[src/design/bmtl_pkg.sv]
// Shared types, constants and helper functions for the bilinear map lookup core.
// Holds the axis breakpoints, segment reciprocals, default maps and lerp arithmetic.
// No dependencies.
package bmtl_pkg;

    localparam int TABLE_SIZE    = 8;
    localparam int IDX_W         = 3;
    localparam int CELL_W        = 2 * IDX_W;
    localparam int CELLS         = TABLE_SIZE * TABLE_SIZE;
    localparam int FRACTION_BITS = 16;
    localparam int VALUE_W       = 8;
    localparam int AXIS_W        = 16;
    localparam int WIDX_W        = 4;
    localparam int OP_W          = 2;
    localparam int MAPS          = 2;
    localparam int BANKS         = 4;
    localparam int BANK_ENTRIES  = CELLS / BANKS;
    localparam int BANK_AW       = 2 * (IDX_W - 1);

    localparam int LERP1_W = VALUE_W + FRACTION_BITS;
    localparam int LERP2_W = LERP1_W + FRACTION_BITS;

    localparam logic [OP_W-1:0] OP_LOOKUP = 2'd0;
    localparam logic [OP_W-1:0] OP_WR_EFF = 2'd1;
    localparam logic [OP_W-1:0] OP_WR_ADV = 2'd2;

    localparam logic MAP_EFF = 1'b0;
    localparam logic MAP_ADV = 1'b1;

    localparam int SPD_D_W       = 9;
    localparam int SPD_RCP_W     = 26;
    localparam int SPD_RCP_SHIFT = 18;
    localparam int LOAD_D_W       = 12;
    localparam int LOAD_RCP_W     = 21;
    localparam int LOAD_RCP_SHIFT = 16;

    localparam logic [AXIS_W-1:0] SPD_BINS [TABLE_SIZE] = '{
        16'd500, 16'd1000, 16'd1500, 16'd2000, 16'd2500, 16'd3000, 16'd3500, 16'd4000
    };

    localparam logic [AXIS_W-1:0] LOAD_KNOTS [TABLE_SIZE] = '{
        16'd0, 16'd3072, 16'd6400, 16'd9472, 16'd12800, 16'd15872, 16'd19200, 16'd22272
    };

    // Reciprocals are rounded up so that the product shifted down gives the exact floor.
    localparam logic [SPD_RCP_W-1:0] SPD_RCP [TABLE_SIZE] = '{
        26'd34359739, 26'd34359739, 26'd34359739, 26'd34359739,
        26'd34359739, 26'd34359739, 26'd34359739, 26'd0
    };

    localparam logic [LOAD_RCP_W-1:0] LOAD_RCP [TABLE_SIZE] = '{
        21'd1398102, 21'd1290556, 21'd1398102, 21'd1290556,
        21'd1398102, 21'd1290556, 21'd1398102, 21'd0
    };

    localparam logic [VALUE_W-1:0] EFF_DEFAULT [CELLS] = '{
        8'd80, 8'd85, 8'd90, 8'd95, 8'd100, 8'd105, 8'd110, 8'd115,
        8'd82, 8'd87, 8'd92, 8'd97, 8'd102, 8'd107, 8'd112, 8'd117,
        8'd84, 8'd89, 8'd94, 8'd99, 8'd104, 8'd109, 8'd114, 8'd119,
        8'd86, 8'd91, 8'd96, 8'd101, 8'd106, 8'd111, 8'd116, 8'd121,
        8'd88, 8'd93, 8'd98, 8'd103, 8'd108, 8'd113, 8'd118, 8'd123,
        8'd90, 8'd95, 8'd100, 8'd105, 8'd110, 8'd115, 8'd120, 8'd125,
        8'd92, 8'd97, 8'd102, 8'd107, 8'd112, 8'd117, 8'd122, 8'd127,
        8'd94, 8'd99, 8'd104, 8'd109, 8'd114, 8'd119, 8'd124, 8'd129
    };

    localparam logic [VALUE_W-1:0] ADV_DEFAULT [CELLS] = '{
        8'd5, 8'd6, 8'd8, 8'd10, 8'd12, 8'd14, 8'd16, 8'd18,
        8'd6, 8'd7, 8'd9, 8'd11, 8'd13, 8'd15, 8'd17, 8'd19,
        8'd7, 8'd8, 8'd10, 8'd12, 8'd14, 8'd16, 8'd18, 8'd20,
        8'd8, 8'd9, 8'd11, 8'd13, 8'd15, 8'd17, 8'd19, 8'd21,
        8'd9, 8'd10, 8'd12, 8'd14, 8'd16, 8'd18, 8'd20, 8'd22,
        8'd10, 8'd11, 8'd13, 8'd15, 8'd17, 8'd19, 8'd21, 8'd23,
        8'd11, 8'd12, 8'd14, 8'd16, 8'd18, 8'd20, 8'd22, 8'd24,
        8'd12, 8'd13, 8'd15, 8'd17, 8'd19, 8'd21, 8'd23, 8'd25
    };

    typedef struct packed {
        logic en1;
        logic en2;
        logic en3;
        logic en_out;
    } t_pipe_en;

    typedef struct packed {
        logic               en;
        logic               map;
        logic [IDX_W-1:0]   row;
        logic [IDX_W-1:0]   col;
        logic [VALUE_W-1:0] data;
    } t_wr_req;

    typedef struct packed {
        logic [VALUE_W-1:0] v00;
        logic [VALUE_W-1:0] v01;
        logic [VALUE_W-1:0] v10;
        logic [VALUE_W-1:0] v11;
    } t_corners;

    function automatic logic [VALUE_W-1:0] dflt_value(
        input logic             map,
        input logic [IDX_W-1:0] row,
        input logic [IDX_W-1:0] col
    );
        logic [CELL_W-1:0] slot;
        slot = {row, col};
        return (map == MAP_ADV) ? ADV_DEFAULT[slot] : EFF_DEFAULT[slot];
    endfunction

    function automatic logic [LERP1_W-1:0] lerp_load(
        input logic [VALUE_W-1:0]       lo,
        input logic [VALUE_W-1:0]       hi,
        input logic [FRACTION_BITS-1:0] f
    );
        logic signed [VALUE_W:0]   diff;
        logic signed [LERP1_W+1:0] prod;
        logic signed [LERP1_W+1:0] sum;
        diff = $signed({1'b0, hi}) - $signed({1'b0, lo});
        prod = diff * $signed({1'b0, f});
        sum  = $signed({2'b00, lo, {FRACTION_BITS{1'b0}}}) + prod;
        return sum[LERP1_W-1:0];
    endfunction

    function automatic logic [VALUE_W-1:0] lerp_speed(
        input logic [LERP1_W-1:0]       lo,
        input logic [LERP1_W-1:0]       hi,
        input logic [FRACTION_BITS-1:0] f
    );
        logic signed [LERP1_W:0]   diff;
        logic signed [LERP2_W+1:0] prod;
        logic signed [LERP2_W+1:0] sum;
        diff = $signed({1'b0, hi}) - $signed({1'b0, lo});
        prod = diff * $signed({1'b0, f});
        sum  = $signed({2'b00, lo, {FRACTION_BITS{1'b0}}}) + prod;
        return sum[LERP2_W-1 -: VALUE_W];
    endfunction

endpackage

[src/design/bmtl_blend.sv]
// Bilinear blend: lerp along load into stage three, then along speed into the output register.
// Works on both maps side by side.
// Depends on bmtl_pkg.
module bmtl_blend (
    input  logic                              i_clk,
    input  bmtl_pkg::t_pipe_en                i_en,
    input  bmtl_pkg::t_corners                i_eff,
    input  bmtl_pkg::t_corners                i_adv,
    input  logic [bmtl_pkg::FRACTION_BITS-1:0] i_frac_row,
    input  logic [bmtl_pkg::FRACTION_BITS-1:0] i_frac_col,
    output logic [bmtl_pkg::VALUE_W-1:0]       o_eff,
    output logic [bmtl_pkg::VALUE_W-1:0]       o_adv
);
    import bmtl_pkg::*;

    logic [LERP1_W-1:0]       r_s3_eff_a0;
    logic [LERP1_W-1:0]       r_s3_eff_a1;
    logic [LERP1_W-1:0]       r_s3_adv_a0;
    logic [LERP1_W-1:0]       r_s3_adv_a1;
    logic [FRACTION_BITS-1:0] r_s3_frac_row;
    logic [VALUE_W-1:0]       r_eff;
    logic [VALUE_W-1:0]       r_adv;

    logic [VALUE_W-1:0] n_eff;
    logic [VALUE_W-1:0] n_adv;

    always_ff @(posedge i_clk) begin
        if (i_en.en3) begin
            r_s3_eff_a0   <= lerp_load(i_eff.v00, i_eff.v01, i_frac_col);
            r_s3_eff_a1   <= lerp_load(i_eff.v10, i_eff.v11, i_frac_col);
            r_s3_adv_a0   <= lerp_load(i_adv.v00, i_adv.v01, i_frac_col);
            r_s3_adv_a1   <= lerp_load(i_adv.v10, i_adv.v11, i_frac_col);
            r_s3_frac_row <= i_frac_row;
        end
    end

    assign n_eff = lerp_speed(r_s3_eff_a0, r_s3_eff_a1, r_s3_frac_row);
    assign n_adv = lerp_speed(r_s3_adv_a0, r_s3_adv_a1, r_s3_frac_row);

    always_ff @(posedge i_clk) begin
        if (i_en.en_out) begin
            r_eff <= n_eff;
            r_adv <= n_adv;
        end
    end

    assign o_eff = r_eff;
    assign o_adv = r_adv;

endmodule

[config.mk]
export PLATFORM = sky130hd
export DESIGN_NAME = bmtl_blend
export DESIGN_NICKNAME = d
export VERILOG_FILES = /design/src/design/bmtl_pkg.sv /design/src/design/bmtl_blend.sv
export SDC_FILE = /design/constraint.sdc
export NUM_CORES = 2
export LEC_CHECK = 0
export BUFFER_PORTS_ARGS = -buffer_cell sky130_fd_sc_hd__buf_2
export CORE_ASPECT_RATIO = 0.75
export CORE_UTILIZATION = 35
export DETAILED_ROUTE_END_ITERATION = 10
export PLACE_DENSITY = 0.46
export SLEW_MARGIN = 20
export SYNTH_ARGS = -nofsm -noshare
export SYNTH_HDL_FRONTEND = slang
export SYNTH_SLANG_ARGS = --single-unit
[constraint.sdc]
create_clock -name i_clk -period 23.5 [get_ports i_clk]
set_input_delay 4.7 -clock i_clk [delete_from_list [all_inputs] [get_ports i_clk]]
set_output_delay 4.7 -clock i_clk [all_outputs]
set_load 0.02 [all_outputs]
==> After elaboration in Yosys (flattened, before gate mapping) <==
Cells that the tools add are included.
W data, S select, Z words.
{ "classes": {"n_addsub": 12, "multipliers": 6} }
{ "ops": {"columns": ["operator", "count"], "rows": [
  ["$add A24 B24 Y24", 4],
  ["$mul A9 B17 Y24", 4],
  ["$add A40 B40 Y40", 2],
  ["$mul A25 B17 Y40", 2],
  ["$sub A24 B24 Y25", 2],
  ["$sub A8 B8 Y9", 4]
]} }
{ "word_totals": {"regBits": 128, "in_bits": 101, "output_inout_bits": 16, "wordCells": 25} }

==> Longest topological paths before layout <==
{ "logic_depth": {"word_depth": 3, "ltp_mapped": 34} }

==> Worst setup path before layout <==
Ideal clock, no wire load.
{ "synth_path": {"kind": "input to register", "startpoint": "input i_eff[0] (netlist bit)", "endpoint": "register r_s3_eff_a1[23], data pin", "arrival_time_ps": 10973, "t_required_ps": 23241, "path_slack_ps": 12268, "stages": 26, "n_path_buf": 1, "path_cell_list": "inv_1 > ha_1 > inv_1 > fa_1 > a21o_1 > a21oi_1 > o21bai_1 > a21oi_1 > o21bai_1 > a21oi_1 > clkbuf_1 > nand2b_1 > fa_1 > fa_1 > fa_1 > inv_1 > fa_1 > fa_1 > ha_1 > or2_2 > a21oi_1 > a21oi_1 > and4_1 > a2111oi_0 > a21oi_1 > xnor2_1"} }
{ "synth_between": {"elab_chain_len": 3} }
{ "synth_rtl": {"columns": ["item", "line", "source"], "rows": [
  ["from (decl)", "bmtl_blend.sv:7", "input bmtl_pkg::t_corners i_eff,"],
  ["$sub A8 B8 Y9", "bmtl_pkg.sv:118", "diff = $signed({1'b0, hi}) - $signed({1'b0, lo});"],
  ["$mul A9 B17 Y24", "bmtl_pkg.sv:119", "prod = diff * $signed({1'b0, f});"],
  ["$add A24 B24 Y24", "bmtl_pkg.sv:120", "sum = $signed({2'b00, lo, {FRACTION_BITS{1'b0}}}) + prod;"],
  ["to (signal assigned)", "bmtl_blend.sv:30", "r_s3_eff_a1 <= lerp_load(i_eff.v10, i_eff.v11, i_frac_col);"],
  ["to (decl)", "bmtl_blend.sv:17", "logic [LERP1_W-1:0] r_s3_eff_a1;"]
]} }
No other way between the ends.
A chain may end at the register's enable or synchronous reset.

==> Worst setup path in the final report <==
{ "layout_path": {"startpoint": "input i_adv[25] (netlist bit)", "endpoint": "register r_s3_adv_a0[23], data pin"} }
{ "layout_between": {"elab_chain_len": 3} }
{ "layout_rtl": {"columns": ["item", "line", "source"], "rows": [
  ["from (decl)", "bmtl_blend.sv:8", "input bmtl_pkg::t_corners i_adv,"],
  ["$sub A8 B8 Y9", "bmtl_pkg.sv:118", null],
  ["$mul A9 B17 Y24", "bmtl_pkg.sv:119", null],
  ["$add A24 B24 Y24 (*)", "bmtl_pkg.sv:120", null],
  ["to (signal assigned)", "bmtl_blend.sv:31", "r_s3_adv_a0 <= lerp_load(i_adv.v00, i_adv.v01, i_frac_col);"],
  ["to (decl)", "bmtl_blend.sv:18", "logic [LERP1_W-1:0] r_s3_adv_a0;"]
]} }
Mark *: on every way between the ends. The rest lies on a longest branch, timed or not.

==> results.yml <==
global_route:
  grt_overflow: 0
  grt_max_degree: 64
  globalRouteTotalUtil_pct: 19.47
  antenna_found_initial: 12
  grt_pass1_vias: 42075
  grt_pass1_wl_mm: 245.6
worst_setup_path:
  required_ns: 23.72
  crit_path_frequent_cell: "fa_1"
  startpoint_type: "primary input"
  reg2regPathDepth: 32
  cp_slowest_stage_delay_ns: 0.52
  slowest_stage: "fa_1"
  crit_cells: 30
  critPathBufInv: 6
  path_class: "primary input to flop"
  worstPathArrival_ns: 12.01
  path_delay_family: "adder cells"
  startpoint: "i_adv[25]"
  reg2reg_from: "r_s3_adv_a0[1]"
  crit_fanout: 16
  end_kind: "flop"
routing:
  drtPass1Iterations: 5
  viasPerCell: 4.707
  wirelength_mm: 152.7
  postRouteAntennaNets: 0
  num_vias: 39418
  routedWlPerCell_um: 18.24
  drcViolationCount: 0
  drt_iter0_drc: 1957
timing:
  max_freq_ghz: 0.08482
  final.min_clock_period_ns: 11.79
  hold_violations: 0
  timing.final.crit_share_pct: 50.17
  hold_ws_ns: 0.9904
  skew_ns: 0.01391
  rsz0062_at_grt: "no"
  tns_ns: 0
  worstMarginPinSlew_ns: 1.128
  drv_slew: 0
  slew_headroom_pct: 24.76
  setup_viol: 0
hold_path:
  min_path_cells: 3
  min_path_type: "flop to flop"
  hold_path_startpoint: "r_s3_eff_a1[23]"
synthesis:
  synth.cell_area_um2: 56900
  synth_nets: 8126
  synth_area_leaders: "fa_1 (44%), ha_1 (11%), inv_1 (11%)"
  yosysTopAreaCell: "fa_1"
  netlist_instances: 6267
  ys.flop_type: "edfxtp_1"
  synthTopCellsByCount: "inv_1 (1662), fa_1 (1248), nand2_1 (622), and2_1 (576), ha_1 (510)"
  syn_area_per_cell_um2: 9.079
  synth_top_area_share_pct: 43.91
  synth-edff-count: 128
  async_flop_share_pct: 0
  synth_cell_types: 78
  ys_ff_latch: 128
  post-synth-top-count-cell: "inv_1"
  ys_seq_area_share_pct: 6.755
  synth_warnings: 0
cells_and_area:
  layoutNonFillerInstCount: 8374
  nets: 8090
  final_core_util_pct: 37.83
  area_delta_synth_final_pct: 6.812
  drive_above_1_share_pct: 5.221
cts:
  postCtsSetupRepairBufs: 0
  h-tree-depth: 4
  cts_tree: "done"
  cts_num_sinks: 128
  root_buffer: "clkbuf_16"
  clock_path_buffers: 2
  numCtsBuffers: 17
  cts_hold_buf: 0
  clock_latency_ns: 0.51
  cts_resized: 0
  clk_pin_slew_ns: 0.07
placement:
  io_buffers: 114
  dp_cells: 8340
  place_congestion: 0.8152
  dpl.hpwl_mm: 118.8
flow_run:
  drv_cap: 0
floorplanning:
  fp.dieW_um: 467.6
  placementRows: 127
  initial_core_util_pct: 35.42
  fp.dieArea_um2: 164200
  coreArea_um2: 160700
  ios: 117
  die_y_um: 351.2
run_status:
  status: "finished clean"
## state kept, by name, indices dropped and copies added (netlist names)
register / count
r_s3_eff_a1: 24
r_s3_eff_a0: 24
r_s3_adv_a1: 24
r_s3_frac_row: 16
o_eff: 8
o_adv: 8
r_s3_adv_a0: 24
## metal layers
metal / track usage, % / vias up / wire length (um)
met1: 30.15 / 20156 / 79350
met4: 3.363 / 4 / 2217
met3: 2.138 / 91 / 6214
met5: 0 / - / 16
li1: - / 18488 / -
met2: 29.25 / 679 / 64900
## path summary, 6_finish.rpt
| path | to | slack [ns] |
|---|---|---|
| min reg2reg | o_eff[7] | 0.99 |
| min | o_eff[7] | 0.99 |
| max | r_s3_adv_a0[23] | 11.71 |
| max reg2reg | o_adv[7] | 12.48 |
## stage by stage
step / worst slack, ns / area [um^2]
6_report: 11.71 / 60780
5_1_grt: 11.11 / 60770
4_1_cts: 11.68 / 60770
3_5_place_dp: 11.14 / 60130
3_3_place_gp: 11.23 / 60110
2_1_floorplan: 12.27 / 56900
## cell type report
type	count	area, um^2
Fill cell	16328	99870
Multi-Input combinational cell	4190	45930
Inverter	1662	6238
Sequential cell	128	3844
Tap cell	2128	2663
Timing Repair Buffer	232	1463
Clock buffer	18	429.2
Clock inverter	14	205.2
Antenna cell	2	5.005
## cells by family (layout without fill, tap and decap cells)
logic type	count (synthesis)	after routing	synth area share, %
simple gates	1775	1775	16.57
other cells	0	2	0
flops	128	128	6.755
buf+inv	1949	1926	12.89
mux	16	16	0.2947
fa+ha+maj	1758	1758	55.12
compound gates	454	454	5.486
xor+xnor	187	187	2.878
## cell usage in the layout, fill, tap and decap left out, drive strengths merged, types with 56 or more instances in the layout
master,n
inv,1665
fa,1248
nand2,622
and2,576
ha,510
buf,232
nand2b,153
xnor2,149
edfxtp,128
a21oi,123
nor2b,100
nor2,94
o21ai,56
## tightest hold or removal path: stages (launching register included)
cell and delay, ns:
edfxtp_1 0.33, ha_2 0.22, a2111oi_2 0.07, xnor2_1 0.18
Power is not shown: default switching activity piles up to over one toggle a cycle in this logic, so the estimate is an artifact.
