<file path="src/design/bmtl_pkg.sv">
// Shared types, constants and helper functions for the bilinear map lookup core.
// Holds the axis breakpoints, segment reciprocals, default maps and lerp arithmetic.
// No dependencies.
package bmtl_pkg;

    localparam int TABLE_SIZE    = 8;
    localparam int IDX_W         = 3;
    localparam int CELL_W        = 2 * IDX_W;
    localparam int CELLS         = TABLE_SIZE * TABLE_SIZE;
    localparam int FRACTION_BITS = 16;
    localparam int VALUE_W       = 8;
    localparam int AXIS_W        = 16;
    localparam int WIDX_W        = 4;
    localparam int OP_W          = 2;
    localparam int MAPS          = 2;
    localparam int BANKS         = 4;
    localparam int BANK_ENTRIES  = CELLS / BANKS;
    localparam int BANK_AW       = 2 * (IDX_W - 1);

    localparam int LERP1_W = VALUE_W + FRACTION_BITS;
    localparam int LERP2_W = LERP1_W + FRACTION_BITS;

    localparam logic [OP_W-1:0] OP_LOOKUP = 2'd0;
    localparam logic [OP_W-1:0] OP_WR_EFF = 2'd1;
    localparam logic [OP_W-1:0] OP_WR_ADV = 2'd2;

    localparam logic MAP_EFF = 1'b0;
    localparam logic MAP_ADV = 1'b1;

    localparam int SPD_D_W       = 9;
    localparam int SPD_RCP_W     = 26;
    localparam int SPD_RCP_SHIFT = 18;
    localparam int LOAD_D_W       = 12;
    localparam int LOAD_RCP_W     = 21;
    localparam int LOAD_RCP_SHIFT = 16;

    localparam logic [AXIS_W-1:0] SPD_BINS [TABLE_SIZE] = '{
        16'd500, 16'd1000, 16'd1500, 16'd2000, 16'd2500, 16'd3000, 16'd3500, 16'd4000
    };

    localparam logic [AXIS_W-1:0] LOAD_KNOTS [TABLE_SIZE] = '{
        16'd0, 16'd3072, 16'd6400, 16'd9472, 16'd12800, 16'd15872, 16'd19200, 16'd22272
    };

    // Reciprocals are rounded up so that the product shifted down gives the exact floor.
    localparam logic [SPD_RCP_W-1:0] SPD_RCP [TABLE_SIZE] = '{
        26'd34359739, 26'd34359739, 26'd34359739, 26'd34359739,
        26'd34359739, 26'd34359739, 26'd34359739, 26'd0
    };

    localparam logic [LOAD_RCP_W-1:0] LOAD_RCP [TABLE_SIZE] = '{
        21'd1398102, 21'd1290556, 21'd1398102, 21'd1290556,
        21'd1398102, 21'd1290556, 21'd1398102, 21'd0
    };

    localparam logic [VALUE_W-1:0] EFF_DEFAULT [CELLS] = '{
        8'd80, 8'd85, 8'd90, 8'd95, 8'd100, 8'd105, 8'd110, 8'd115,
        8'd82, 8'd87, 8'd92, 8'd97, 8'd102, 8'd107, 8'd112, 8'd117,
        8'd84, 8'd89, 8'd94, 8'd99, 8'd104, 8'd109, 8'd114, 8'd119,
        8'd86, 8'd91, 8'd96, 8'd101, 8'd106, 8'd111, 8'd116, 8'd121,
        8'd88, 8'd93, 8'd98, 8'd103, 8'd108, 8'd113, 8'd118, 8'd123,
        8'd90, 8'd95, 8'd100, 8'd105, 8'd110, 8'd115, 8'd120, 8'd125,
        8'd92, 8'd97, 8'd102, 8'd107, 8'd112, 8'd117, 8'd122, 8'd127,
        8'd94, 8'd99, 8'd104, 8'd109, 8'd114, 8'd119, 8'd124, 8'd129
    };

    localparam logic [VALUE_W-1:0] ADV_DEFAULT [CELLS] = '{
        8'd5, 8'd6, 8'd8, 8'd10, 8'd12, 8'd14, 8'd16, 8'd18,
        8'd6, 8'd7, 8'd9, 8'd11, 8'd13, 8'd15, 8'd17, 8'd19,
        8'd7, 8'd8, 8'd10, 8'd12, 8'd14, 8'd16, 8'd18, 8'd20,
        8'd8, 8'd9, 8'd11, 8'd13, 8'd15, 8'd17, 8'd19, 8'd21,
        8'd9, 8'd10, 8'd12, 8'd14, 8'd16, 8'd18, 8'd20, 8'd22,
        8'd10, 8'd11, 8'd13, 8'd15, 8'd17, 8'd19, 8'd21, 8'd23,
        8'd11, 8'd12, 8'd14, 8'd16, 8'd18, 8'd20, 8'd22, 8'd24,
        8'd12, 8'd13, 8'd15, 8'd17, 8'd19, 8'd21, 8'd23, 8'd25
    };

    typedef struct packed {
        logic en1;
        logic en2;
        logic en3;
        logic en_out;
    } t_pipe_en;

    typedef struct packed {
        logic               en;
        logic               map;
        logic [IDX_W-1:0]   row;
        logic [IDX_W-1:0]   col;
        logic [VALUE_W-1:0] data;
    } t_wr_req;

    typedef struct packed {
        logic [VALUE_W-1:0] v00;
        logic [VALUE_W-1:0] v01;
        logic [VALUE_W-1:0] v10;
        logic [VALUE_W-1:0] v11;
    } t_corners;

    function automatic logic [VALUE_W-1:0] dflt_value(
        input logic             map,
        input logic [IDX_W-1:0] row,
        input logic [IDX_W-1:0] col
    );
        logic [CELL_W-1:0] slot;
        slot = {row, col};
        return (map == MAP_ADV) ? ADV_DEFAULT[slot] : EFF_DEFAULT[slot];
    endfunction

    function automatic logic [LERP1_W-1:0] lerp_load(
        input logic [VALUE_W-1:0]       lo,
        input logic [VALUE_W-1:0]       hi,
        input logic [FRACTION_BITS-1:0] f
    );
        logic signed [VALUE_W:0]   diff;
        logic signed [LERP1_W+1:0] prod;
        logic signed [LERP1_W+1:0] sum;
        diff = $signed({1'b0, hi}) - $signed({1'b0, lo});
        prod = diff * $signed({1'b0, f});
        sum  = $signed({2'b00, lo, {FRACTION_BITS{1'b0}}}) + prod;
        return sum[LERP1_W-1:0];
    endfunction

    function automatic logic [VALUE_W-1:0] lerp_speed(
        input logic [LERP1_W-1:0]       lo,
        input logic [LERP1_W-1:0]       hi,
        input logic [FRACTION_BITS-1:0] f
    );
        logic signed [LERP1_W:0]   diff;
        logic signed [LERP2_W+1:0] prod;
        logic signed [LERP2_W+1:0] sum;
        diff = $signed({1'b0, hi}) - $signed({1'b0, lo});
        prod = diff * $signed({1'b0, f});
        sum  = $signed({2'b00, lo, {FRACTION_BITS{1'b0}}}) + prod;
        return sum[LERP2_W-1 -: VALUE_W];
    endfunction

endpackage

</file>
<file path="src/design/bmtl_locate.sv">
// Axis locator: clamps speed and load, finds the bracketing segment and its fraction.
// Stage one holds segment and offset, stage two holds the reciprocal-based fractions.
// Depends on bmtl_pkg.
module bmtl_locate (
    input  logic                              i_clk,
    input  bmtl_pkg::t_pipe_en                i_en,
    input  logic [bmtl_pkg::AXIS_W-1:0]        i_speed,
    input  logic [bmtl_pkg::AXIS_W-1:0]        i_load,
    output logic [bmtl_pkg::IDX_W-1:0]         o_s1_row,
    output logic [bmtl_pkg::IDX_W-1:0]         o_s1_col,
    output logic [bmtl_pkg::FRACTION_BITS-1:0] o_s2_frac_row,
    output logic [bmtl_pkg::FRACTION_BITS-1:0] o_s2_frac_col
);
    import bmtl_pkg::*;

    localparam int SPD_PROD_W  = SPD_D_W + SPD_RCP_W;
    localparam int LOAD_PROD_W = LOAD_D_W + LOAD_RCP_W;

    logic [IDX_W-1:0]  n_spd_seg;
    logic [AXIS_W-1:0] n_spd_diff;
    logic              n_spd_zero;
    logic [IDX_W-1:0]  n_load_seg;
    logic [AXIS_W-1:0] n_load_diff;
    logic              n_load_zero;

    logic [IDX_W-1:0]    r_s1_spd_seg;
    logic [SPD_D_W-1:0]  r_s1_spd_d;
    logic                r_s1_spd_zero;
    logic [IDX_W-1:0]    r_s1_load_seg;
    logic [LOAD_D_W-1:0] r_s1_load_d;
    logic                r_s1_load_zero;

    logic [SPD_PROD_W-1:0]    spd_prod;
    logic [LOAD_PROD_W-1:0]   load_prod;
    logic [FRACTION_BITS-1:0] n_frac_row;
    logic [FRACTION_BITS-1:0] n_frac_col;

    logic [FRACTION_BITS-1:0] r_s2_frac_row;
    logic [FRACTION_BITS-1:0] r_s2_frac_col;

    always_comb begin
        n_spd_seg  = '0;
        n_load_seg = '0;
        for (int k = 1; k < TABLE_SIZE - 1; k++) begin
            if (i_speed >= SPD_BINS[k]) begin
                n_spd_seg = IDX_W'(k);
            end
            if (i_load >= LOAD_KNOTS[k]) begin
                n_load_seg = IDX_W'(k);
            end
        end
        n_spd_zero  = (i_speed <= SPD_BINS[0]) || (i_speed >= SPD_BINS[TABLE_SIZE-1]);
        n_load_zero = (i_load <= LOAD_KNOTS[0]) || (i_load >= LOAD_KNOTS[TABLE_SIZE-1]);
        if (i_speed >= SPD_BINS[TABLE_SIZE-1]) begin
            n_spd_seg = IDX_W'(TABLE_SIZE - 1);
        end
        if (i_load >= LOAD_KNOTS[TABLE_SIZE-1]) begin
            n_load_seg = IDX_W'(TABLE_SIZE - 1);
        end
        n_spd_diff  = i_speed - SPD_BINS[n_spd_seg];
        n_load_diff = i_load - LOAD_KNOTS[n_load_seg];
    end

    always_ff @(posedge i_clk) begin
        if (i_en.en1) begin
            r_s1_spd_seg   <= n_spd_seg;
            r_s1_spd_d     <= n_spd_diff[SPD_D_W-1:0];
            r_s1_spd_zero  <= n_spd_zero;
            r_s1_load_seg  <= n_load_seg;
            r_s1_load_d    <= n_load_diff[LOAD_D_W-1:0];
            r_s1_load_zero <= n_load_zero;
        end
    end

    assign spd_prod  = {{SPD_RCP_W{1'b0}}, r_s1_spd_d} *
                       {{SPD_D_W{1'b0}}, SPD_RCP[r_s1_spd_seg]};
    assign load_prod = {{LOAD_RCP_W{1'b0}}, r_s1_load_d} *
                       {{LOAD_D_W{1'b0}}, LOAD_RCP[r_s1_load_seg]};

    assign n_frac_row = r_s1_spd_zero  ? '0 : spd_prod[SPD_RCP_SHIFT +: FRACTION_BITS];
    assign n_frac_col = r_s1_load_zero ? '0 : load_prod[LOAD_RCP_SHIFT +: FRACTION_BITS];

    always_ff @(posedge i_clk) begin
        if (i_en.en2) begin
            r_s2_frac_row <= n_frac_row;
            r_s2_frac_col <= n_frac_col;
        end
    end

    assign o_s1_row      = r_s1_spd_seg;
    assign o_s1_col      = r_s1_load_seg;
    assign o_s2_frac_row = r_s2_frac_row;
    assign o_s2_frac_col = r_s2_frac_col;

endmodule

</file>
<file path="config.mk">
export PLATFORM = sky130hd
export DESIGN_NAME = bmtl_locate
export DESIGN_NICKNAME = d
export VERILOG_FILES = /design/src/design/bmtl_pkg.sv /design/src/design/bmtl_locate.sv
export SDC_FILE = /design/constraint.sdc
export NUM_CORES = 1
export LEC_CHECK = 0
export ABC_AREA = 1
export BUFFER_PORTS_ARGS = -buffer_cell sky130_fd_sc_hd__buf_4
export CORE_ASPECT_RATIO = 1.5
export CORE_UTILIZATION = 40
export CTS_BUF_LIST = sky130_fd_sc_hd__clkbuf_16
export DETAILED_ROUTE_END_ITERATION = 16
export SYNTH_ARGS = -nofsm -noshare
export SYNTH_HDL_FRONTEND = slang
export SYNTH_SLANG_ARGS = --single-unit
</file>
<file path="constraint.sdc">
create_clock -name i_clk -period 15.6 [get_ports i_clk]
set_clock_uncertainty 0.2 [all_clocks]
set_input_delay 2.34 -clock i_clk [delete_from_list [all_inputs] [get_ports i_clk]]
set_output_delay 2.34 -clock i_clk [all_outputs]
set_load 0.01 [all_outputs]
</file>
==> After elaboration in Yosys (flattened, before gate mapping) <==
Memory sizes are Yosys's and may differ from the RTL's.
Cells that the tools add are included.
{ "word_totals": {"register_bits": 61, "rom_bits": 632, "inputBits": 37, "output_inout_bits": 38, "word_cells": 64, "memories": 4} }
{ "op_classes": {"n_addsub": 2, "n_mul": 2, "order_cmp": 20, "muxes": 22, "n_bitwise": 4, "reduce_logical": 2} }
{ "mem_list": {"columns": ["memory", "depth", "word_bits", "read_ports", "rd_clocked_by_memory_dff", "wr", "line", "rtl"], "rows": [
  ["(no name shown)", 8, 26, 1, 0, 0, "bmtl_locate.sv:76", "{{SPD_D_W{1'b0}}, SPD_RCP[r_s1_spd_seg]};"],
  ["(no name shown)", 8, 21, 1, 0, 0, "bmtl_locate.sv:78", "{{LOAD_D_W{1'b0}}, LOAD_RCP[r_s1_load_seg]};"],
  ["(no name shown)", 8, 16, 1, 0, 0, "bmtl_locate.sv:61", "n_load_diff = i_load - LOAD_KNOTS[n_load_seg];"],
  ["(no name shown)", 8, 16, 1, 0, 0, "bmtl_locate.sv:60", "n_spd_diff = i_speed - SPD_BINS[n_spd_seg];"]
]} }
{ "op_table": {"columns": ["cell", "count"], "rows": [
  ["$ge A16 B12 Y1 const B", 5],
  ["$mux W26", 2],
  ["$ge A16 B14 Y1 const B", 3],
  ["$mux W21", 2],
  ["$mux W3", 12],
  ["$mul A9 B26 Y34", 1],
  ["$ge A16 B11 Y1 const B", 2],
  ["$ge A16 B15 Y1 const B", 2],
  ["$mul A12 B21 Y32", 1],
  ["$mux W12", 2],
  ["$mux W9", 2],
  ["$ge A16 B10 Y1 const B", 1],
  ["$ge A16 B13 Y1 const B", 1],
  ["$ge A4 B4 Y1 const B", 4],
  ["$le A16 B1 Y1 const B", 1],
  ["$le A16 B9 Y1 const B", 1],
  ["$not A3 Y4", 4],
  ["$sub A12 B12 Y12", 1],
  ["$sub A9 B9 Y9", 1],
  ["$logic_or A1 B1 Y1", 2],
  ["$mux W1", 2]
]} }

==> Depth between registers and ports, before layout <==
{ "logic_depth": {"depth_word": 13, "depth_mapped": 28, "depth_no_buf": 28} }

==> Worst setup path before layout <==
OpenSTA, ideal clock, no wires.
{ "synth_timing": {"path_type": "reg-to-reg", "start": "register r_s1_load_seg[0], in the netlist o_s1_col[0]", "end": "register r_s2_frac_col[15], in the netlist o_s2_frac_col[15], data pin", "setup_ns": 0.255, "arrival_ns": 5.011, "required_time_ns": 15.145, "slack_ns": 10.135, "stages_incl_launch_ff": 20, "n_path_buf": 1, "period_less_slack_ns": 5.465, "path_cell_list": "edfxtp_1 -> clkbuf_1 -> nand3_1 -> fa_1 -> inv_1 -> fa_1 -> fa_1 -> fa_1 -> inv_1 -> fa_1 -> inv_1 -> ha_1 -> nand2_1 -> nor2_1 -> inv_2 -> or2_1 -> a21oi_1 -> nor2_1 -> a21oi_1 -> nor2_1"} }
{ "synth_via": {"elab_chain_len": 5} }
{ "synth_lines": {"columns": ["element", "line", "rtl"], "rows": [
  ["start, declared", "bmtl_locate.sv:29", "logic [IDX_W-1:0] r_s1_load_seg;"],
  ["start signal, assigned", "bmtl_locate.sv:69", "r_s1_load_seg <= n_load_seg;"],
  ["$not A3 Y4 (implied by the code)", "bmtl_locate.sv:78", null],
  ["$mem_v2 Z8 W21", null, null],
  ["$mux W21 (implied by the code) (2 in a row)", "bmtl_locate.sv:78", null],
  ["$mul A12 B21 Y32", "bmtl_locate.sv:77", "assign load_prod = {{LOAD_RCP_W{1'b0}}, r_s1_load_d} *"],
  ["end signal, assigned", "bmtl_locate.sv:86", "r_s2_frac_col <= n_frac_col;"],
  ["end, declared", "bmtl_locate.sv:39", "logic [FRACTION_BITS-1:0] r_s2_frac_col;"]
]} }
Every way passes these cells. The select of a mux whose other input is x is not followed.
A chain may end at the register's enable or synchronous reset.

==> Worst setup path after layout <==
{ "layout_timing": {"start": "register r_s1_load_seg[0], in the netlist o_s1_col[0]", "end": "register r_s2_frac_col[7], in the netlist o_s2_frac_col[7], data pin"} }
Same word-level chain as after synthesis.

==> results.sh <==
export IMPL_path_class="reg -> reg"
export IMPL_post_cts_setup_buffers=0
export IMPL_clock_sinks=61
export IMPL_synth_avg_cell_area_um2=7.81
export IMPL_relSlewSlack=0.558
export IMPL_syn_to_final_growth_pct=10.9
export IMPL_dieHeight_um=215
export IMPL_diodes=0
export IMPL_cts_tree="done"
export IMPL_wl_per_cell_um=16.0
export IMPL_timing_final_crit_period_ns=6.56
export IMPL_gr_total_overflow=0
export IMPL_io_pins=75
export IMPL_gp_congestion=1.00
export IMPL_synth_cell_type_count=35
export IMPL_h_tree_depth=3
export IMPL_yosys_area_share_simple=0.176
export IMPL_end_kind="flop"
export IMPL_vias=9802
export IMPL_maxSlewViolCount=0
export IMPL_grt_max_degree=33
export IMPL_grt_pass1_vias=10600
export IMPL_ff_latch_area_mm2=0.00183
export IMPL_antenna_found_initial=0
export IMPL_fillers=3030
export IMPL_syn_inst=1555
export IMPL_rsz0062_at_grt="no"
export IMPL_worst_pin_slew_ns=0.661
export IMPL_drtPass1Iterations=5
export IMPL_dp_hpwl_um=29000
export IMPL_nets=2007
export IMPL_drive_gt1_frac=0.0690
export IMPL_yosys_warnings=0
export IMPL_drc_errors=0
export IMPL_drt_wl_total_um=32500
export IMPL_fin_crit_sh=0.420
export IMPL_whs_path_depth=1
export IMPL_fp_row_count=77
export IMPL_hold_viol=0
export IMPL_synth_fa_ha_area_frac=0.449
export IMPL_max_freq_ghz=0.153
export IMPL_die_area_mm2=0.0311
export IMPL_cts_resized=0
export IMPL_setup_viol=0
export IMPL_fp_coreArea_mm2=0.0297
export IMPL_critPathArrivalTime_ns=6.46
export IMPL_worst_endpoint_required_ns=15.51
export IMPL_start_kind="flop"
export IMPL_vias_per_cell=4.82
export IMPL_grt_pass1_wl_um=53500
export IMPL_yosysSeqAreaShare=0.151
export IMPL_netlist_area_mm2=0.0121
export IMPL_dr_first_iter_drc_count=424
export IMPL_reg2reg_depth=21
export IMPL_antenna_left=0
export IMPL_initial_utilization=0.409
export IMPL_clock_latency_ns=0.35
export IMPL_ys_ff_latch=61
export IMPL_worstPathMaxFanout=16
export IMPL_globalRouteTotalUtil=0.232
export IMPL_multi_input_area_mm2=0.00862
export IMPL_io_buffers=72
export IMPL_clk_path_buf_depth=2
export IMPL_rrSetupSlack_ns=9.04
export IMPL_holdCritPathClass="reg -> reg"
export IMPL_maxCapViolCount=0
export IMPL_final_setup_tns_ns=0
export IMPL_synthMuxAreaShare=0
export IMPL_synthXorXnorAreaFrac=0.00793
export IMPL_cts_buffers_inserted=9
export IMPL_mappedNetlistNets=1930
export IMPL_synth_top_family_by_area="adder cells"
export IMPL_clkSlewWorstSetupHoldPaths_ns=0.06
export IMPL_status="finished, final reports clean"
export IMPL_synth_compound_area_frac=0.0762
export IMPL_clock_root_buffer="clkbuf_16"
export IMPL_postCtsHoldBufs=0
export IMPL_chipWidth_um=144
[layout make-up]
class                           count  share of cell area
Clock inverter                      7             0.00678
Clock buffer                        9              0.0167
Timing Repair Buffer               72              0.0401
Multi-Input combinational cell   1042               0.640
Inverter                          446               0.124
Sequential cell                    61               0.136
Tap cell                          395              0.0367
[stage by stage]
step / cell area, µm² / utilization / std cells / worst slack (ns) / hold slack, ns
3_3_place_gp: 13200 / 0.443 / 2016 / 9.15 / 0.470
3_5_place_dp: 13200 / 0.443 / 2016 / 9.12 / 0.464
5_1_grt: 13500 / 0.454 / 2032 / 8.68 / 0.448
4_1_cts: 13500 / 0.454 / 2032 / 9.10 / 0.459
2_1_floorplan: 12100 / - / 1555 / 10.13 / 0.326
6_report: 13500 / 0.454 / 2032 / 9.04 / 0.456
[cell families (layout without fill, tap and decap cells)]
family          after synthesis  in the layout
compound gates              167            167
buf+inv                     452            534
xor+xnor                     11             11
fa+ha+maj                   338            338
simple gates                526            526
flops                        61             61
[registers in the layout (all words and copies together) (netlist names)]
register        count
o_s1_col            3
o_s1_row            3
o_s2_frac_col      16
o_s2_frac_row      16
r_s1_load_d        12
r_s1_load_zero      1
r_s1_spd_d          9
r_s1_spd_zero       1
[layout by cell type (no fill, tap or decap), drive strengths merged]
cell / count
o31ai: 2
ha: 175
xor2: 8
buf: 72
o41ai: 1
nor4: 5
or2: 4
o21a: 1
nand2: 274
nor2: 164
o211ai: 4
o21ai: 46
a21o: 9
clkbuf: 9
clkinvlp: 3
fa: 163
nor3: 10
nand4: 5
a21boi: 4
and2: 2
o21bai: 10
nand3: 59
a21oi: 81
clkinv: 1
o22ai: 1
edfxtp: 61
nand3b: 3
bufinv: 2
xnor2: 3
inv: 447
a31oi: 8
[cell usage after synthesis]
cell / count / share of area
nand3b_1: 3 / 0.0019
o41ai_1: 1 / 0.00072
nor3_1: 10 / 0.0041
o22ai_1: 1 / 0.00052
o31ai_1: 2 / 0.0012
o21ai_1: 9 / 0.0037
o21a_1: 1 / 0.00062
o211ai_1: 4 / 0.0025
edfxtp_1: 61 / 0.15
and2_1: 2 / 0.0010
o21ai_0: 37 / 0.015
a21oi_1: 81 / 0.033
nand3_2: 3 / 0.0025
nor2_2: 2 / 0.0010
a21boi_0: 3 / 0.0019
fa_1: 163 / 0.27
nand2_2: 4 / 0.0021
a31oi_1: 8 / 0.0041
nand3_1: 56 / 0.023
buf_1: 2 / 0.00062
inv_1: 430 / 0.13
or2_1: 3 / 0.0015
or2_2: 1 / 0.00052
nor4_1: 5 / 0.0026
nand4_1: 5 / 0.0026
clkbuf_1: 4 / 0.0012
a21o_1: 9 / 0.0056
inv_2: 16 / 0.0049
nor2_1: 162 / 0.050
nand2_1: 270 / 0.083
a21boi_1: 1 / 0.00062
ha_1: 175 / 0.18
xor2_1: 8 / 0.0058
o21bai_1: 10 / 0.0062
xnor2_1: 3 / 0.0022
[layer usage]
layer  GRT usage  routed length (µm)  vias up  share of wire
met1       0.213               11000     4650           0.34
met4       0.136                2000        0          0.062
met5           0                   0        -              0
met2       0.471               18900      151           0.58
li1            -                   -     4916              -
met3      0.0251                 630       85          0.019
[worst paths after layout]
check                               start                         endpoint
hold reg to reg   r_s1_spd_zero$_DFFE_PP_  o_s2_frac_row[11]$_SDFFCE_PP0P_
setup / recovery    o_s1_col[0]$_DFFE_PP_   o_s2_frac_col[7]$_SDFFCE_PP0P_
setup reg to reg    o_s1_col[0]$_DFFE_PP_   o_s2_frac_col[7]$_SDFFCE_PP0P_
hold / removal    r_s1_spd_zero$_DFFE_PP_  o_s2_frac_row[11]$_SDFFCE_PP0P_
[critical path, cell delays in order, from the launching register on]
cell	delay (ns)
edfxtp_1	0.76
nand2_1	0.47
nor2_1	0.45
fa_1	0.59
inv_1	0.15
fa_1	0.47
fa_1	0.57
inv_1	0.06
fa_1	0.50
fa_1	0.54
ha_1	0.35
nand2_1	0.14
nor2_1	0.18
inv_2	0.10
nor3_1	0.13
nand2_1	0.07
nand2_1	0.18
nand2_1	0.09
nand3_1	0.10
nand2_1	0.06
nand2_1	0.06
nor2_1	0.05
Power is not shown: default switching activity piles up to over one toggle a cycle in this logic, so the estimate is an artifact.
