<file path="src/design/bmtl_pkg.sv">
// Shared types, constants and helper functions for the bilinear map lookup core.
// Holds the axis breakpoints, segment reciprocals, default maps and lerp arithmetic.
// No dependencies.
package bmtl_pkg;

    localparam int TABLE_SIZE    = 8;
    localparam int IDX_W         = 3;
    localparam int CELL_W        = 2 * IDX_W;
    localparam int CELLS         = TABLE_SIZE * TABLE_SIZE;
    localparam int FRACTION_BITS = 16;
    localparam int VALUE_W       = 8;
    localparam int AXIS_W        = 16;
    localparam int WIDX_W        = 4;
    localparam int OP_W          = 2;
    localparam int MAPS          = 2;
    localparam int BANKS         = 4;
    localparam int BANK_ENTRIES  = CELLS / BANKS;
    localparam int BANK_AW       = 2 * (IDX_W - 1);

    localparam int LERP1_W = VALUE_W + FRACTION_BITS;
    localparam int LERP2_W = LERP1_W + FRACTION_BITS;

    localparam logic [OP_W-1:0] OP_LOOKUP = 2'd0;
    localparam logic [OP_W-1:0] OP_WR_EFF = 2'd1;
    localparam logic [OP_W-1:0] OP_WR_ADV = 2'd2;

    localparam logic MAP_EFF = 1'b0;
    localparam logic MAP_ADV = 1'b1;

    localparam int SPD_D_W       = 9;
    localparam int SPD_RCP_W     = 26;
    localparam int SPD_RCP_SHIFT = 18;
    localparam int LOAD_D_W       = 12;
    localparam int LOAD_RCP_W     = 21;
    localparam int LOAD_RCP_SHIFT = 16;

    localparam logic [AXIS_W-1:0] SPD_BINS [TABLE_SIZE] = '{
        16'd500, 16'd1000, 16'd1500, 16'd2000, 16'd2500, 16'd3000, 16'd3500, 16'd4000
    };

    localparam logic [AXIS_W-1:0] LOAD_KNOTS [TABLE_SIZE] = '{
        16'd0, 16'd3072, 16'd6400, 16'd9472, 16'd12800, 16'd15872, 16'd19200, 16'd22272
    };

    // Reciprocals are rounded up so that the product shifted down gives the exact floor.
    localparam logic [SPD_RCP_W-1:0] SPD_RCP [TABLE_SIZE] = '{
        26'd34359739, 26'd34359739, 26'd34359739, 26'd34359739,
        26'd34359739, 26'd34359739, 26'd34359739, 26'd0
    };

    localparam logic [LOAD_RCP_W-1:0] LOAD_RCP [TABLE_SIZE] = '{
        21'd1398102, 21'd1290556, 21'd1398102, 21'd1290556,
        21'd1398102, 21'd1290556, 21'd1398102, 21'd0
    };

    localparam logic [VALUE_W-1:0] EFF_DEFAULT [CELLS] = '{
        8'd80, 8'd85, 8'd90, 8'd95, 8'd100, 8'd105, 8'd110, 8'd115,
        8'd82, 8'd87, 8'd92, 8'd97, 8'd102, 8'd107, 8'd112, 8'd117,
        8'd84, 8'd89, 8'd94, 8'd99, 8'd104, 8'd109, 8'd114, 8'd119,
        8'd86, 8'd91, 8'd96, 8'd101, 8'd106, 8'd111, 8'd116, 8'd121,
        8'd88, 8'd93, 8'd98, 8'd103, 8'd108, 8'd113, 8'd118, 8'd123,
        8'd90, 8'd95, 8'd100, 8'd105, 8'd110, 8'd115, 8'd120, 8'd125,
        8'd92, 8'd97, 8'd102, 8'd107, 8'd112, 8'd117, 8'd122, 8'd127,
        8'd94, 8'd99, 8'd104, 8'd109, 8'd114, 8'd119, 8'd124, 8'd129
    };

    localparam logic [VALUE_W-1:0] ADV_DEFAULT [CELLS] = '{
        8'd5, 8'd6, 8'd8, 8'd10, 8'd12, 8'd14, 8'd16, 8'd18,
        8'd6, 8'd7, 8'd9, 8'd11, 8'd13, 8'd15, 8'd17, 8'd19,
        8'd7, 8'd8, 8'd10, 8'd12, 8'd14, 8'd16, 8'd18, 8'd20,
        8'd8, 8'd9, 8'd11, 8'd13, 8'd15, 8'd17, 8'd19, 8'd21,
        8'd9, 8'd10, 8'd12, 8'd14, 8'd16, 8'd18, 8'd20, 8'd22,
        8'd10, 8'd11, 8'd13, 8'd15, 8'd17, 8'd19, 8'd21, 8'd23,
        8'd11, 8'd12, 8'd14, 8'd16, 8'd18, 8'd20, 8'd22, 8'd24,
        8'd12, 8'd13, 8'd15, 8'd17, 8'd19, 8'd21, 8'd23, 8'd25
    };

    typedef struct packed {
        logic en1;
        logic en2;
        logic en3;
        logic en_out;
    } t_pipe_en;

    typedef struct packed {
        logic               en;
        logic               map;
        logic [IDX_W-1:0]   row;
        logic [IDX_W-1:0]   col;
        logic [VALUE_W-1:0] data;
    } t_wr_req;

    typedef struct packed {
        logic [VALUE_W-1:0] v00;
        logic [VALUE_W-1:0] v01;
        logic [VALUE_W-1:0] v10;
        logic [VALUE_W-1:0] v11;
    } t_corners;

    function automatic logic [VALUE_W-1:0] dflt_value(
        input logic             map,
        input logic [IDX_W-1:0] row,
        input logic [IDX_W-1:0] col
    );
        logic [CELL_W-1:0] slot;
        slot = {row, col};
        return (map == MAP_ADV) ? ADV_DEFAULT[slot] : EFF_DEFAULT[slot];
    endfunction

    function automatic logic [LERP1_W-1:0] lerp_load(
        input logic [VALUE_W-1:0]       lo,
        input logic [VALUE_W-1:0]       hi,
        input logic [FRACTION_BITS-1:0] f
    );
        logic signed [VALUE_W:0]   diff;
        logic signed [LERP1_W+1:0] prod;
        logic signed [LERP1_W+1:0] sum;
        diff = $signed({1'b0, hi}) - $signed({1'b0, lo});
        prod = diff * $signed({1'b0, f});
        sum  = $signed({2'b00, lo, {FRACTION_BITS{1'b0}}}) + prod;
        return sum[LERP1_W-1:0];
    endfunction

    function automatic logic [VALUE_W-1:0] lerp_speed(
        input logic [LERP1_W-1:0]       lo,
        input logic [LERP1_W-1:0]       hi,
        input logic [FRACTION_BITS-1:0] f
    );
        logic signed [LERP1_W:0]   diff;
        logic signed [LERP2_W+1:0] prod;
        logic signed [LERP2_W+1:0] sum;
        diff = $signed({1'b0, hi}) - $signed({1'b0, lo});
        prod = diff * $signed({1'b0, f});
        sum  = $signed({2'b00, lo, {FRACTION_BITS{1'b0}}}) + prod;
        return sum[LERP2_W-1 -: VALUE_W];
    endfunction

endpackage

</file>
<file path="src/design/bmtl_map_store.sv">
// Map storage: both byte maps, each split into four banks by row and column parity.
// Entries never written read as the default map; the four corners come out registered.
// Depends on bmtl_pkg.
module bmtl_map_store (
    input  logic                      i_clk,
    input  logic                      i_rst_n,
    input  bmtl_pkg::t_pipe_en        i_en,
    input  bmtl_pkg::t_wr_req         i_wr,
    input  logic [bmtl_pkg::IDX_W-1:0] i_row_lo,
    input  logic [bmtl_pkg::IDX_W-1:0] i_col_lo,
    output bmtl_pkg::t_corners        o_eff,
    output bmtl_pkg::t_corners        o_adv
);
    import bmtl_pkg::*;

    logic [IDX_W-1:0]   row_hi;
    logic [IDX_W-1:0]   col_hi;
    logic [IDX_W-1:0]   row_sel [2];
    logic [IDX_W-1:0]   col_sel [2];
    logic [IDX_W-1:0]   rd_row  [BANKS];
    logic [IDX_W-1:0]   rd_col  [BANKS];
    logic [BANK_AW-1:0] rd_addr [BANKS];
    logic [1:0]         wr_bank;
    logic [BANK_AW-1:0] wr_addr;

    logic [VALUE_W-1:0]      r_mem     [MAPS][BANKS][BANK_ENTRIES];
    logic [BANK_ENTRIES-1:0] r_valid   [MAPS][BANKS];
    logic [VALUE_W-1:0]      r_rd_data [MAPS][BANKS];
    logic [VALUE_W-1:0]      r_rd_dflt [MAPS][BANKS];
    logic                    r_rd_valid[MAPS][BANKS];
    logic                    r_row_par;
    logic                    r_col_par;

    logic [VALUE_W-1:0] bank_val [MAPS][BANKS];
    t_corners           corners  [MAPS];

    assign row_hi = (i_row_lo == IDX_W'(TABLE_SIZE - 1)) ? i_row_lo - 1'b1 : i_row_lo + 1'b1;
    assign col_hi = (i_col_lo == IDX_W'(TABLE_SIZE - 1)) ? i_col_lo - 1'b1 : i_col_lo + 1'b1;

    assign row_sel[0] = i_row_lo[0] ? row_hi : i_row_lo;
    assign row_sel[1] = i_row_lo[0] ? i_row_lo : row_hi;
    assign col_sel[0] = i_col_lo[0] ? col_hi : i_col_lo;
    assign col_sel[1] = i_col_lo[0] ? i_col_lo : col_hi;

    always_comb begin
        for (int b = 0; b < BANKS; b++) begin
            rd_row[b]  = row_sel[b / 2];
            rd_col[b]  = col_sel[b % 2];
            rd_addr[b] = {rd_row[b][IDX_W-1:1], rd_col[b][IDX_W-1:1]};
        end
    end

    assign wr_bank = {i_wr.row[0], i_wr.col[0]};
    assign wr_addr = {i_wr.row[IDX_W-1:1], i_wr.col[IDX_W-1:1]};

    always_ff @(posedge i_clk) begin
        if (i_wr.en) begin
            r_mem[i_wr.map][wr_bank][wr_addr] <= i_wr.data;
        end
    end

    always_ff @(posedge i_clk) begin
        if (!i_rst_n) begin
            r_valid <= '{default: '0};
        end else if (i_wr.en) begin
            r_valid[i_wr.map][wr_bank][wr_addr] <= 1'b1;
        end
    end

    always_ff @(posedge i_clk) begin
        if (i_en.en2) begin
            for (int m = 0; m < MAPS; m++) begin
                for (int b = 0; b < BANKS; b++) begin
                    r_rd_data[m][b]  <= r_mem[m][b][rd_addr[b]];
                    r_rd_valid[m][b] <= r_valid[m][b][rd_addr[b]];
                    r_rd_dflt[m][b]  <= dflt_value(1'(m), rd_row[b], rd_col[b]);
                end
            end
            r_row_par <= i_row_lo[0];
            r_col_par <= i_col_lo[0];
        end
    end

    always_comb begin
        for (int m = 0; m < MAPS; m++) begin
            for (int b = 0; b < BANKS; b++) begin
                bank_val[m][b] = r_rd_valid[m][b] ? r_rd_data[m][b] : r_rd_dflt[m][b];
            end
            corners[m].v00 = bank_val[m][{r_row_par, r_col_par}];
            corners[m].v01 = bank_val[m][{r_row_par, ~r_col_par}];
            corners[m].v10 = bank_val[m][{~r_row_par, r_col_par}];
            corners[m].v11 = bank_val[m][{~r_row_par, ~r_col_par}];
        end
    end

    assign o_eff = corners[MAP_EFF];
    assign o_adv = corners[MAP_ADV];

endmodule

</file>
<file path="config.mk">
export PLATFORM = sky130hd
export DESIGN_NAME = bmtl_map_store
export DESIGN_NICKNAME = d
export VERILOG_FILES = /design/src/design/bmtl_pkg.sv /design/src/design/bmtl_map_store.sv
export SDC_FILE = /design/constraint.sdc
export NUM_CORES = 1
export LEC_CHECK = 0
export ABC_AREA = 1
export BUFFER_PORTS_ARGS = -buffer_cell sky130_fd_sc_hd__clkbuf_2
export CAP_MARGIN = 20
export CORE_ASPECT_RATIO = 2
export CORE_UTILIZATION = 47
export DETAILED_ROUTE_END_ITERATION = 10
export SLEW_MARGIN = 40
export SYNTH_ARGS = -nofsm -noshare
export SYNTH_HDL_FRONTEND = slang
export SYNTH_SLANG_ARGS = --single-unit
</file>
<file path="constraint.sdc">
create_clock -name i_clk -period 2.6 [get_ports i_clk]
set_input_delay 0.65 -clock i_clk [delete_from_list [all_inputs] [get_ports i_clk]]
set_output_delay 0.65 -clock i_clk [all_outputs]
set_load 0.005 [all_outputs]
</file>
======== Yosys cells after proc, flatten, opt, wreduce, memory -nomap -nowiden ========
Memory sizes are Yosys's and may differ from the RTL's.
Cells that the tools add are included.
storage, ports and cells
  word-level logic and storage cells ...... 182
  memories kept ........................... 12
  bits of input ports ..................... 28
  ROM bits ................................ 4096
  bits in writable memories ............... 1160
  bits in registers ....................... 130
  latch bits .............................. 0
operators by class
  reductions and logical operators ........ 4
  add/sub/neg operators ................... 4
  mux-type cells .......................... 108
  $lt $le $gt $ge ......................... 24
  divide/modulo/power cells ............... 0
  shifts and indexed selects .............. 0
  eq/ne operators ......................... 2
  bitwise logic cells ..................... 18
  $mul .................................... 0
memory list
  name             depth  bits a word  read ports  clocked after memory_dff  write ports  line                  source
  r_mem            2      512          2           0                         1            bmtl_map_store.sv:26  logic [VALUE_W-1:0] r_mem [MAPS][BANKS][BANK_ENTRIES];
  (no name shown)  64     8            1           0                         0            bmtl_pkg.sv:107       return (map == MAP_ADV) ? ADV_DEFAULT[slot] : EFF_DEFAULT[slot];
  (no name shown)  64     8            1           0                         0            bmtl_pkg.sv:107
  (no name shown)  64     8            1           0                         0            bmtl_pkg.sv:107
  (no name shown)  64     8            1           0                         0            bmtl_pkg.sv:107
  (no name shown)  64     8            1           0                         0            bmtl_pkg.sv:107
  +6 memories      n/a    n/a          n/a         n/a                       n/a          n/a
operators with widths
  operator               number
  $mux W512              1
  $mux W8                57
  $bmux W8 S4            8
  $demux W128 S2         1
  $bmux W8 S2            8
  $mux W128              1
  $or A128 B128 Y128     1
  $demux W64 S1          1
  $mux W64               1
  $bmux W1 S4            8
  $demux W16 S2          1
  $demux W8 S4           1
  $ge A7 B7 Y1 const B   4
  $not A6 Y7             4
  $ge A5 B5 Y1 const B   5
  $lt A4 B5 Y1 const B   5
  $not A4 Y5             5
  $mux W3                6
  $mux W16               1
  $ge A3 B3 Y1 const B   5
  $not A2 Y3             5
  $mux W1                12
  $add A3 B1 Y3 const B  2
  $eq A3 B3 Y1 const B   2
  10 further kinds       15

======== Longest topological paths before layout ========
Gate-level depths: netlist of the first run.
  depth in word-level cells ............... 9
  gate-level depth with buffers ........... 13
  gate-level depth less buffers ........... 10

======== Worst setup path after synthesis of the first run ========
No wires, ideal clock.
  path kind ............................... input to register
  from .................................... in i_col_lo[1] in the netlist's numbering
  to ...................................... mem r_rd_dflt[1][20] in the netlist's numbering (data pin)
  required time ........................... 2.330 ns
  path slack .............................. 0.227 ns
  setup time .............................. 0.270 ns
  arrival ................................. 2.103 ns
  cell stages on the path ................. 9
  buffers on the path ..................... 4
  cell sequence ........................... buf_4 > inv_2 > buf_2 > buf_2 > buf_1 > ha_1 > inv_1 > o21ai_0 > o21ai_0
RTL lines
  element          line                  source
  start, declared  bmtl_map_store.sv:10  input logic [bmtl_pkg::IDX_W-1:0] i_col_lo,
  end, declared    bmtl_map_store.sv:29  logic [VALUE_W-1:0] r_rd_dflt [MAPS][BANKS];

==> results of run 1 <==
## final cells by class
type	count	area, um^2	area share (%)
diodes	2	5.00	0.00806
repair inverters	1	3.75	0.00604
inverters	494	1880	3.03
well taps	1496	1870	3.01
clock buffers	135	2830	4.56
flip-flops and latches	1266	36700	59.1
multi-input cells	2992	14300	23.1
clock inverters	60	616	0.991
repair buffers	348	3840	6.18
## layout by cell type (no fill, tap or decap), drive strengths merged, types with 43 or more instances in the layout
| master | count |
|---|---|
| a21oi | 127 |
| buf | 288 |
| clkbuf | 191 |
| clkinv | 43 |
| dfxtp | 128 |
| edfxtp | 1138 |
| inv | 498 |
| nand2 | 1521 |
| nand3 | 660 |
| nand4 | 47 |
| nor2 | 227 |
| o21a | 86 |
| o21ai | 258 |
## worst max-delay path, delay by kind of cell, from the launching register on
family | cells | cell delay [ps]
AO/OA/AOI/OAI | 2 | 170
buffers and inverters | 6 | 860
flip-flops | 1 | 390
AND/OR/NAND/NOR | 2 | 130
## registers in the layout (all words and copies together), names as in the netlist
| signal | count |
|---|---|
| r_mem | 1024 |
| r_valid | 128 |
| r_rd_data | 64 |
| r_rd_dflt | 40 |
| r_rd_valid | 8 |
| r_col_par | 1 |
| r_row_par | 1 |
## layer usage
layer,GRT usage (%),vias to the layer above,wire (um)
met1,33.4,18172,58200
met2,47.4,1466,79300
met5,0,-,54
met4,15.1,8,9120
met3,3.14,348,10300
li1,-,17281,-
## kinds of logic (layout without fill, tap and decap cells)
| kind of cell | count (synthesis) | in the layout | share of synthesized area [%] |
|---|---|---|---|
| other cells | 0 | 2 | 0 |
| mux | 4 | 4 | 0.0753 |
| compound gates | 487 | 487 | 5.09 |
| xor+xnor | 9 | 9 | 0.148 |
| flops | 1266 | 1266 | 69.0 |
| fa+ha+maj | 8 | 8 | 0.188 |
| simple gates | 2484 | 2484 | 19.5 |
| buf+inv | 781 | 1038 | 5.91 |
## power breakdown
part / switching, mW / internal, mW
registers: 0.116 / 22.4
logic: 3.02 / 1.45
clock network: 7.32 / 8.81
total: 10.5 / 32.7
## worst paths after layout
| kind | end | slack [ps] | cells after the start |
|---|---|---|---|
| setup / recovery | o_eff[14] | -330 | 10 |
| hold / removal | r_row_par$_DFFE_PP_ | 160 | 1 |
| hold reg to reg | r_valid[67]$_SDFFE_PN0P_ | 450 | 2 |
| setup reg to reg | r_rd_data[1][16]$_DFFE_PP_ | 1020 | 8 |
## what timing repair did
| item | 4_1_cts | 5_1_grt |
|---|---|---|
| cloned | 13 | 0 |
| pin swaps | 35 | 8 |
| setup buffers | 36 | 5 |
| endpoints found under the setup margin | 64 | 64 |
| gates resized for setup | 361 | 87 |
## metrics by stage
| step | instances | hold WS (ps) | setup slack [ps] |
|---|---|---|---|
| floorplan | 5039 | 430 | 227 |
| global placement | 6552 | 438 | 70.2 |
| global route | 6793 | 162 | -389 |
| CTS | 6789 | 133 | -342 |
| finish | 6794 | 164 | -330 |
| detailed placement | 6552 | 444 | 71.3 |
==> flow_summary.ini, run 1 <==
[synthesis]
synth.most_common_cell = nand2_1
synth.area.top_cells = edfxtp_1 64%, nand2_1 11%, nand3_1 6.2%
ys.flop_type = edfxtp_1
synth_area_um2 = 53200
seq_area_frac_synth_pct = 69.0
syn_avg_cell_area_um2 = 10.6
async_flop_share_pct = 0
synth_nets = 5075
yosys_warnings = 0
yosys.area.top_type_share_pct = 64.2
synth_edf_count = 1138
synthTopCellsByCount = 1516 x nand2_1, 1138 x edfxtp_1, 660 x nand3_1
syn_inst = 5039
synth.distinct_cells = 37
synth_top_cell_by_area = edfxtp_1
synth-seq-cells = 1266

[drt]
routedWlPerCell_um = 23.1
drc = 0
vias = 37275
first_iter_violations = 3342
routed_wl_um = 157000
antenna_left = 0
viasPerCell = 5.49
firstDrtPassIters = 7

[critical_path]
timing_worst_setup_path_type = flop to primary output
worst_setup_path_start_kind = flop
crit_fanout = 8
crit_arrival_ps = 2280
rr_startpoint = r_mem[1][336]$_DFFE_PP_
cp-end-kind = primary output
slowest_delay_ps = 390
cp-startpoint = r_col_par$_DFFE_PP_
required_ps = 1950
cp_cell_sequence = buf_6 -> inv_8 -> buf_12 -> buf_16 -> nand2_4 -> o21ai_4 -> nand2_1 -> o21ai_1 -> buf_4 -> clkbuf_2
critPathSlowestCell = edfxtp_1

[placed_design]
dpl_cell_area_um2 = 56900
routabilityCongestion = 0.908
dp_hpwl_um = 101000
port_buffers = 88

[hold_path]
hold_path_class = input pin to flop
min_from = i_row_lo[0]

[pwr]
ir_drop_mv = 0.482
power_mw = 43.1
power_density_nw_per_um2 = 694
power_leakage_nw = 24.7

[layout]
final_core_util_pct = 55.3
final_net_count = 5243
fill_cells = 9694
post-route-cell-area_um2 = 62100
drive_gt1_share_pct = 13.8
area_growth_pct = 16.7

[clock_tree]
cts_tree = yes
cts-htree-levels = 3
postCtsHoldBufs = 0
numCtsBuffers = 104
cts_buffer_depth = 3
cts_sinks = 1266
cts_root_buf = clkbuf_16
clk_pin_slew_worst_paths_ps = 70
clock_latency_ps = 740

[floorplan]
io-pin-count = 92
design.core.area_um2 = 112000
rows = 174
die_w_um = 240
die_h_um = 478
initial_core_util_pct = 47.4
dieArea_um2 = 115000

[timing]
final.setup_skew_ps = 28.6
final.min_clock_period_ps = 2930
tns_ps = -14550
slew_headroom_pct = 51.0
slew_violations = 0
rsz0062_at_grt = yes
hold_viol = 0
min_period_over_period_pct = 113
tightestPinTransition_ps = 736
setup-violations-final = 64
max_freq_mhz = 341
fin_ws_ps = -330

[outcome]
status = complete, but fails checks
violations = setup timing

[global_route]
grt_pass1_vias = 35979
antenna_found_initial = 6
grt-ovfl-total = 0
grt_max_degree = 87
grt_pass1_wl_um = 229000
grtUsageTotal_pct = 27.5

[flow_run]
drv_cap = 0
Note: power is estimated with default switching activity, not from simulation.
==> run 2: changes to the inputs <==
- CELL_PAD_IN_SITES_DETAIL_PLACEMENT: default -> 1
- CELL_PAD_IN_SITES_GLOBAL_PLACEMENT: default -> 1
- PLACE_DENSITY_LB_ADDON: default -> 0.1
- SLEW_MARGIN: 40 -> 20
==> run 2 against run 1 <==
  * The run still ends with setup timing left
  * Clock skew shrank 4.6 ps
  * Clock-buffer cell count is 8 higher
  * Die area unchanged
  * Worst hold slack better by 38 ps
  * Setup slack improved by 120 ps
  * First-iteration DRC count is 31% lower
  * Design area rose by 0.11%
  * Critical path depth decreased by 2
  * Wire length is 7.0% higher
  * Largest cell class unchanged
  * Largest power group unchanged
==> flow_summary.ini, run 2 (synthesized netlist as in run 1, its figures left out) <==
[clock_tree]
cts-htree-levels = 3
clock_latency_ps = 740
cts_sinks = 1266
clk_pin_slew_worst_paths_ps = 70
numCtsBuffers = 111
cts_tree = yes
postCtsHoldBufs = 0
cts_buffer_depth = 3
cts_root_buf = clkbuf_16

[pwr]
ir_drop_mv = 0.798
power_leakage_nw = 24.7
power_density_nw_per_um2 = 707

[floorplan]
design.core.area_um2 = 112000
initial_core_util_pct = 47.4
dieArea_um2 = 115000
rows = 174
die_w_um = 240
die_h_um = 478
io-pin-count = 92

[global_route]
use_met2_pct = 55.8
grt_pass1_wl_um = 248000
antenna_found_initial = 4
grt-ovfl-total = 0
grt_util_met1_pct = 33.4
use_met3_pct = 3.52
grt_pass1_vias = 39655
globalRoute.busiestLayer = met2
grt_max_degree = 85
grtUsageTotal_pct = 29.6

[drt]
routed_wl_um = 168000
first_iter_violations = 2300
drc = 0
firstDrtPassIters = 6
viasPerCell = 5.48
routedWlPerCell_um = 24.6
vias = 37341
antenna_left = 0

[placed_design]
routabilityCongestion = 0.889
dpl_cell_area_um2 = 57200
dp_hpwl_um = 113000
dp_slack_ps = -4.53
port_buffers = 88

[critical_path]
crit_arrival_ps = 2160
cp-end-kind = primary output
slowest_delay_ps = 430
timing_worst_setup_path_type = flop to primary output
crit_fanout = 9
path_buf_inv = 4
r2r_cells = 7
cpLargestDelayFamily = buffers and inverters
required_ps = 1950
cp_cell_sequence = buf_12 -> inv_16 -> nand3_1 -> o21ai_2 -> nand2_1 -> o21ai_1 -> buf_4 -> buf_6
critPathSlowestCell = edfxtp_1
worst_setup_path_start_kind = flop
cp.depth = 8

[timing]
tns_ps = -8550
tightestPinTransition_ps = 968
max_freq_mhz = 356
final.min_clock_period_ps = 2810
slew_headroom_pct = 35.4
final.setup_skew_ps = 24.0
min_period_over_period_pct = 108
rsz0062_at_grt = yes
slew_violations = 0
fin_ws_ps = -209
hold_viol = 0
setup-violations-final = 64

[layout]
post-route-cell-area_um2 = 62200
final_core_util_pct = 55.4
drive_gt1_share_pct = 14.0
final_common_cell = nand2_1
largest_reg_flops = 1024
final_net_count = 5256
largest_register = r_mem
final_cell_mix = 1463 x nand2_1, 1138 x edfxtp_1, 642 x nand3_1
reg_top3 = r_mem: 1024 flops, r_valid: 128 flops, r_rd_data: 64 flops
area_growth_pct = 16.9

[hold_path]
hold-path-cell-count = 1
hold_path_class = input pin to flop

[flow_run]
drv_cap = 0

[outcome]
violations = setup timing
status = complete, but fails checks
-- run 2: cell count changes in the layout (fill, tap and decap cells not counted), sizes merged --
cell	delta
inv	-2
bufinv	-1
clkinv	+5
bufbuf	-3
clkinvlp	+6
buf	+5
clkbuf	+12
-- run 2: worst reg2reg max path, stage by stage, from the launching register on --
cell      delay, ps
edfxtp_1        370
or2_2           280
nand3_1          60
o21ai_0         100
nand2_1         240
nand3_1         130
nand2_1          80
nand2_1          90
-- run 2: path summary, 6_finish.rpt --
| kind | start | to | slack (ps) |
|---|---|---|---|
| setup / recovery | r_col_par$_DFFE_PP_ | o_eff[15] | -210 |
| hold / removal | i_col_lo[0] | r_col_par$_DFFE_PP_ | 200 |
| setup reg to reg | r_mem[0][362]$_DFFE_PP_ | r_rd_data[0][18]$_DFFE_PP_ | 1000 |
| hold reg to reg | r_valid[46]$_SDFFE_PN0P_ | r_valid[46]$_SDFFE_PN0P_ | 460 |
-- run 2: cell type report --
cell class / count / area [um^2]
clock inverter: 68 / 669
timing repair inverter: 1 / 11.3
inverter: 494 / 1890
fill: 11985 / 50200
multi-input combinational: 2992 / 14200
antenna: 2 / 5.00
sequential: 1266 / 36700
timing repair buffer: 354 / 3740
clock buffer: 143 / 3100
tap: 1496 / 1870
-- run 2: power breakdown --
part	switching [mW]	internal, mW	leakage (nW)
clock	7.70	9.47	1.84
sequential	0.129	22.4	11.4
combinational	2.90	1.34	11.5
total	10.7	33.2	24.7
-- run 2: metal layers --
layer / routed length, um / vias to the layer above
met4: 6820 / 6
li1: - / 17290
met3: 6470 / 294
met5: 47 / -
met1: 62600 / 18913
met2: 91900 / 838
-- run 2: timing repair --
item	CTS	global route
cloned	4	5
buffers inserted	20	0
pin swaps	16	12
setup endpoints to repair	64	64
resized for setup	277	109
-- run 2: stage by stage --
stage | instances | hold slack [ps] | total power, mW
final | 6816 | 202 | 44.0
after global routing | 6815 | 179 | 45.1
after CTS | 6809 | 166 | 44.0
after detailed placement | 6582 | 446 | 26.8
after global placement | 6582 | 439 | 26.7
after floorplan | 5039 | 430 | 24.8
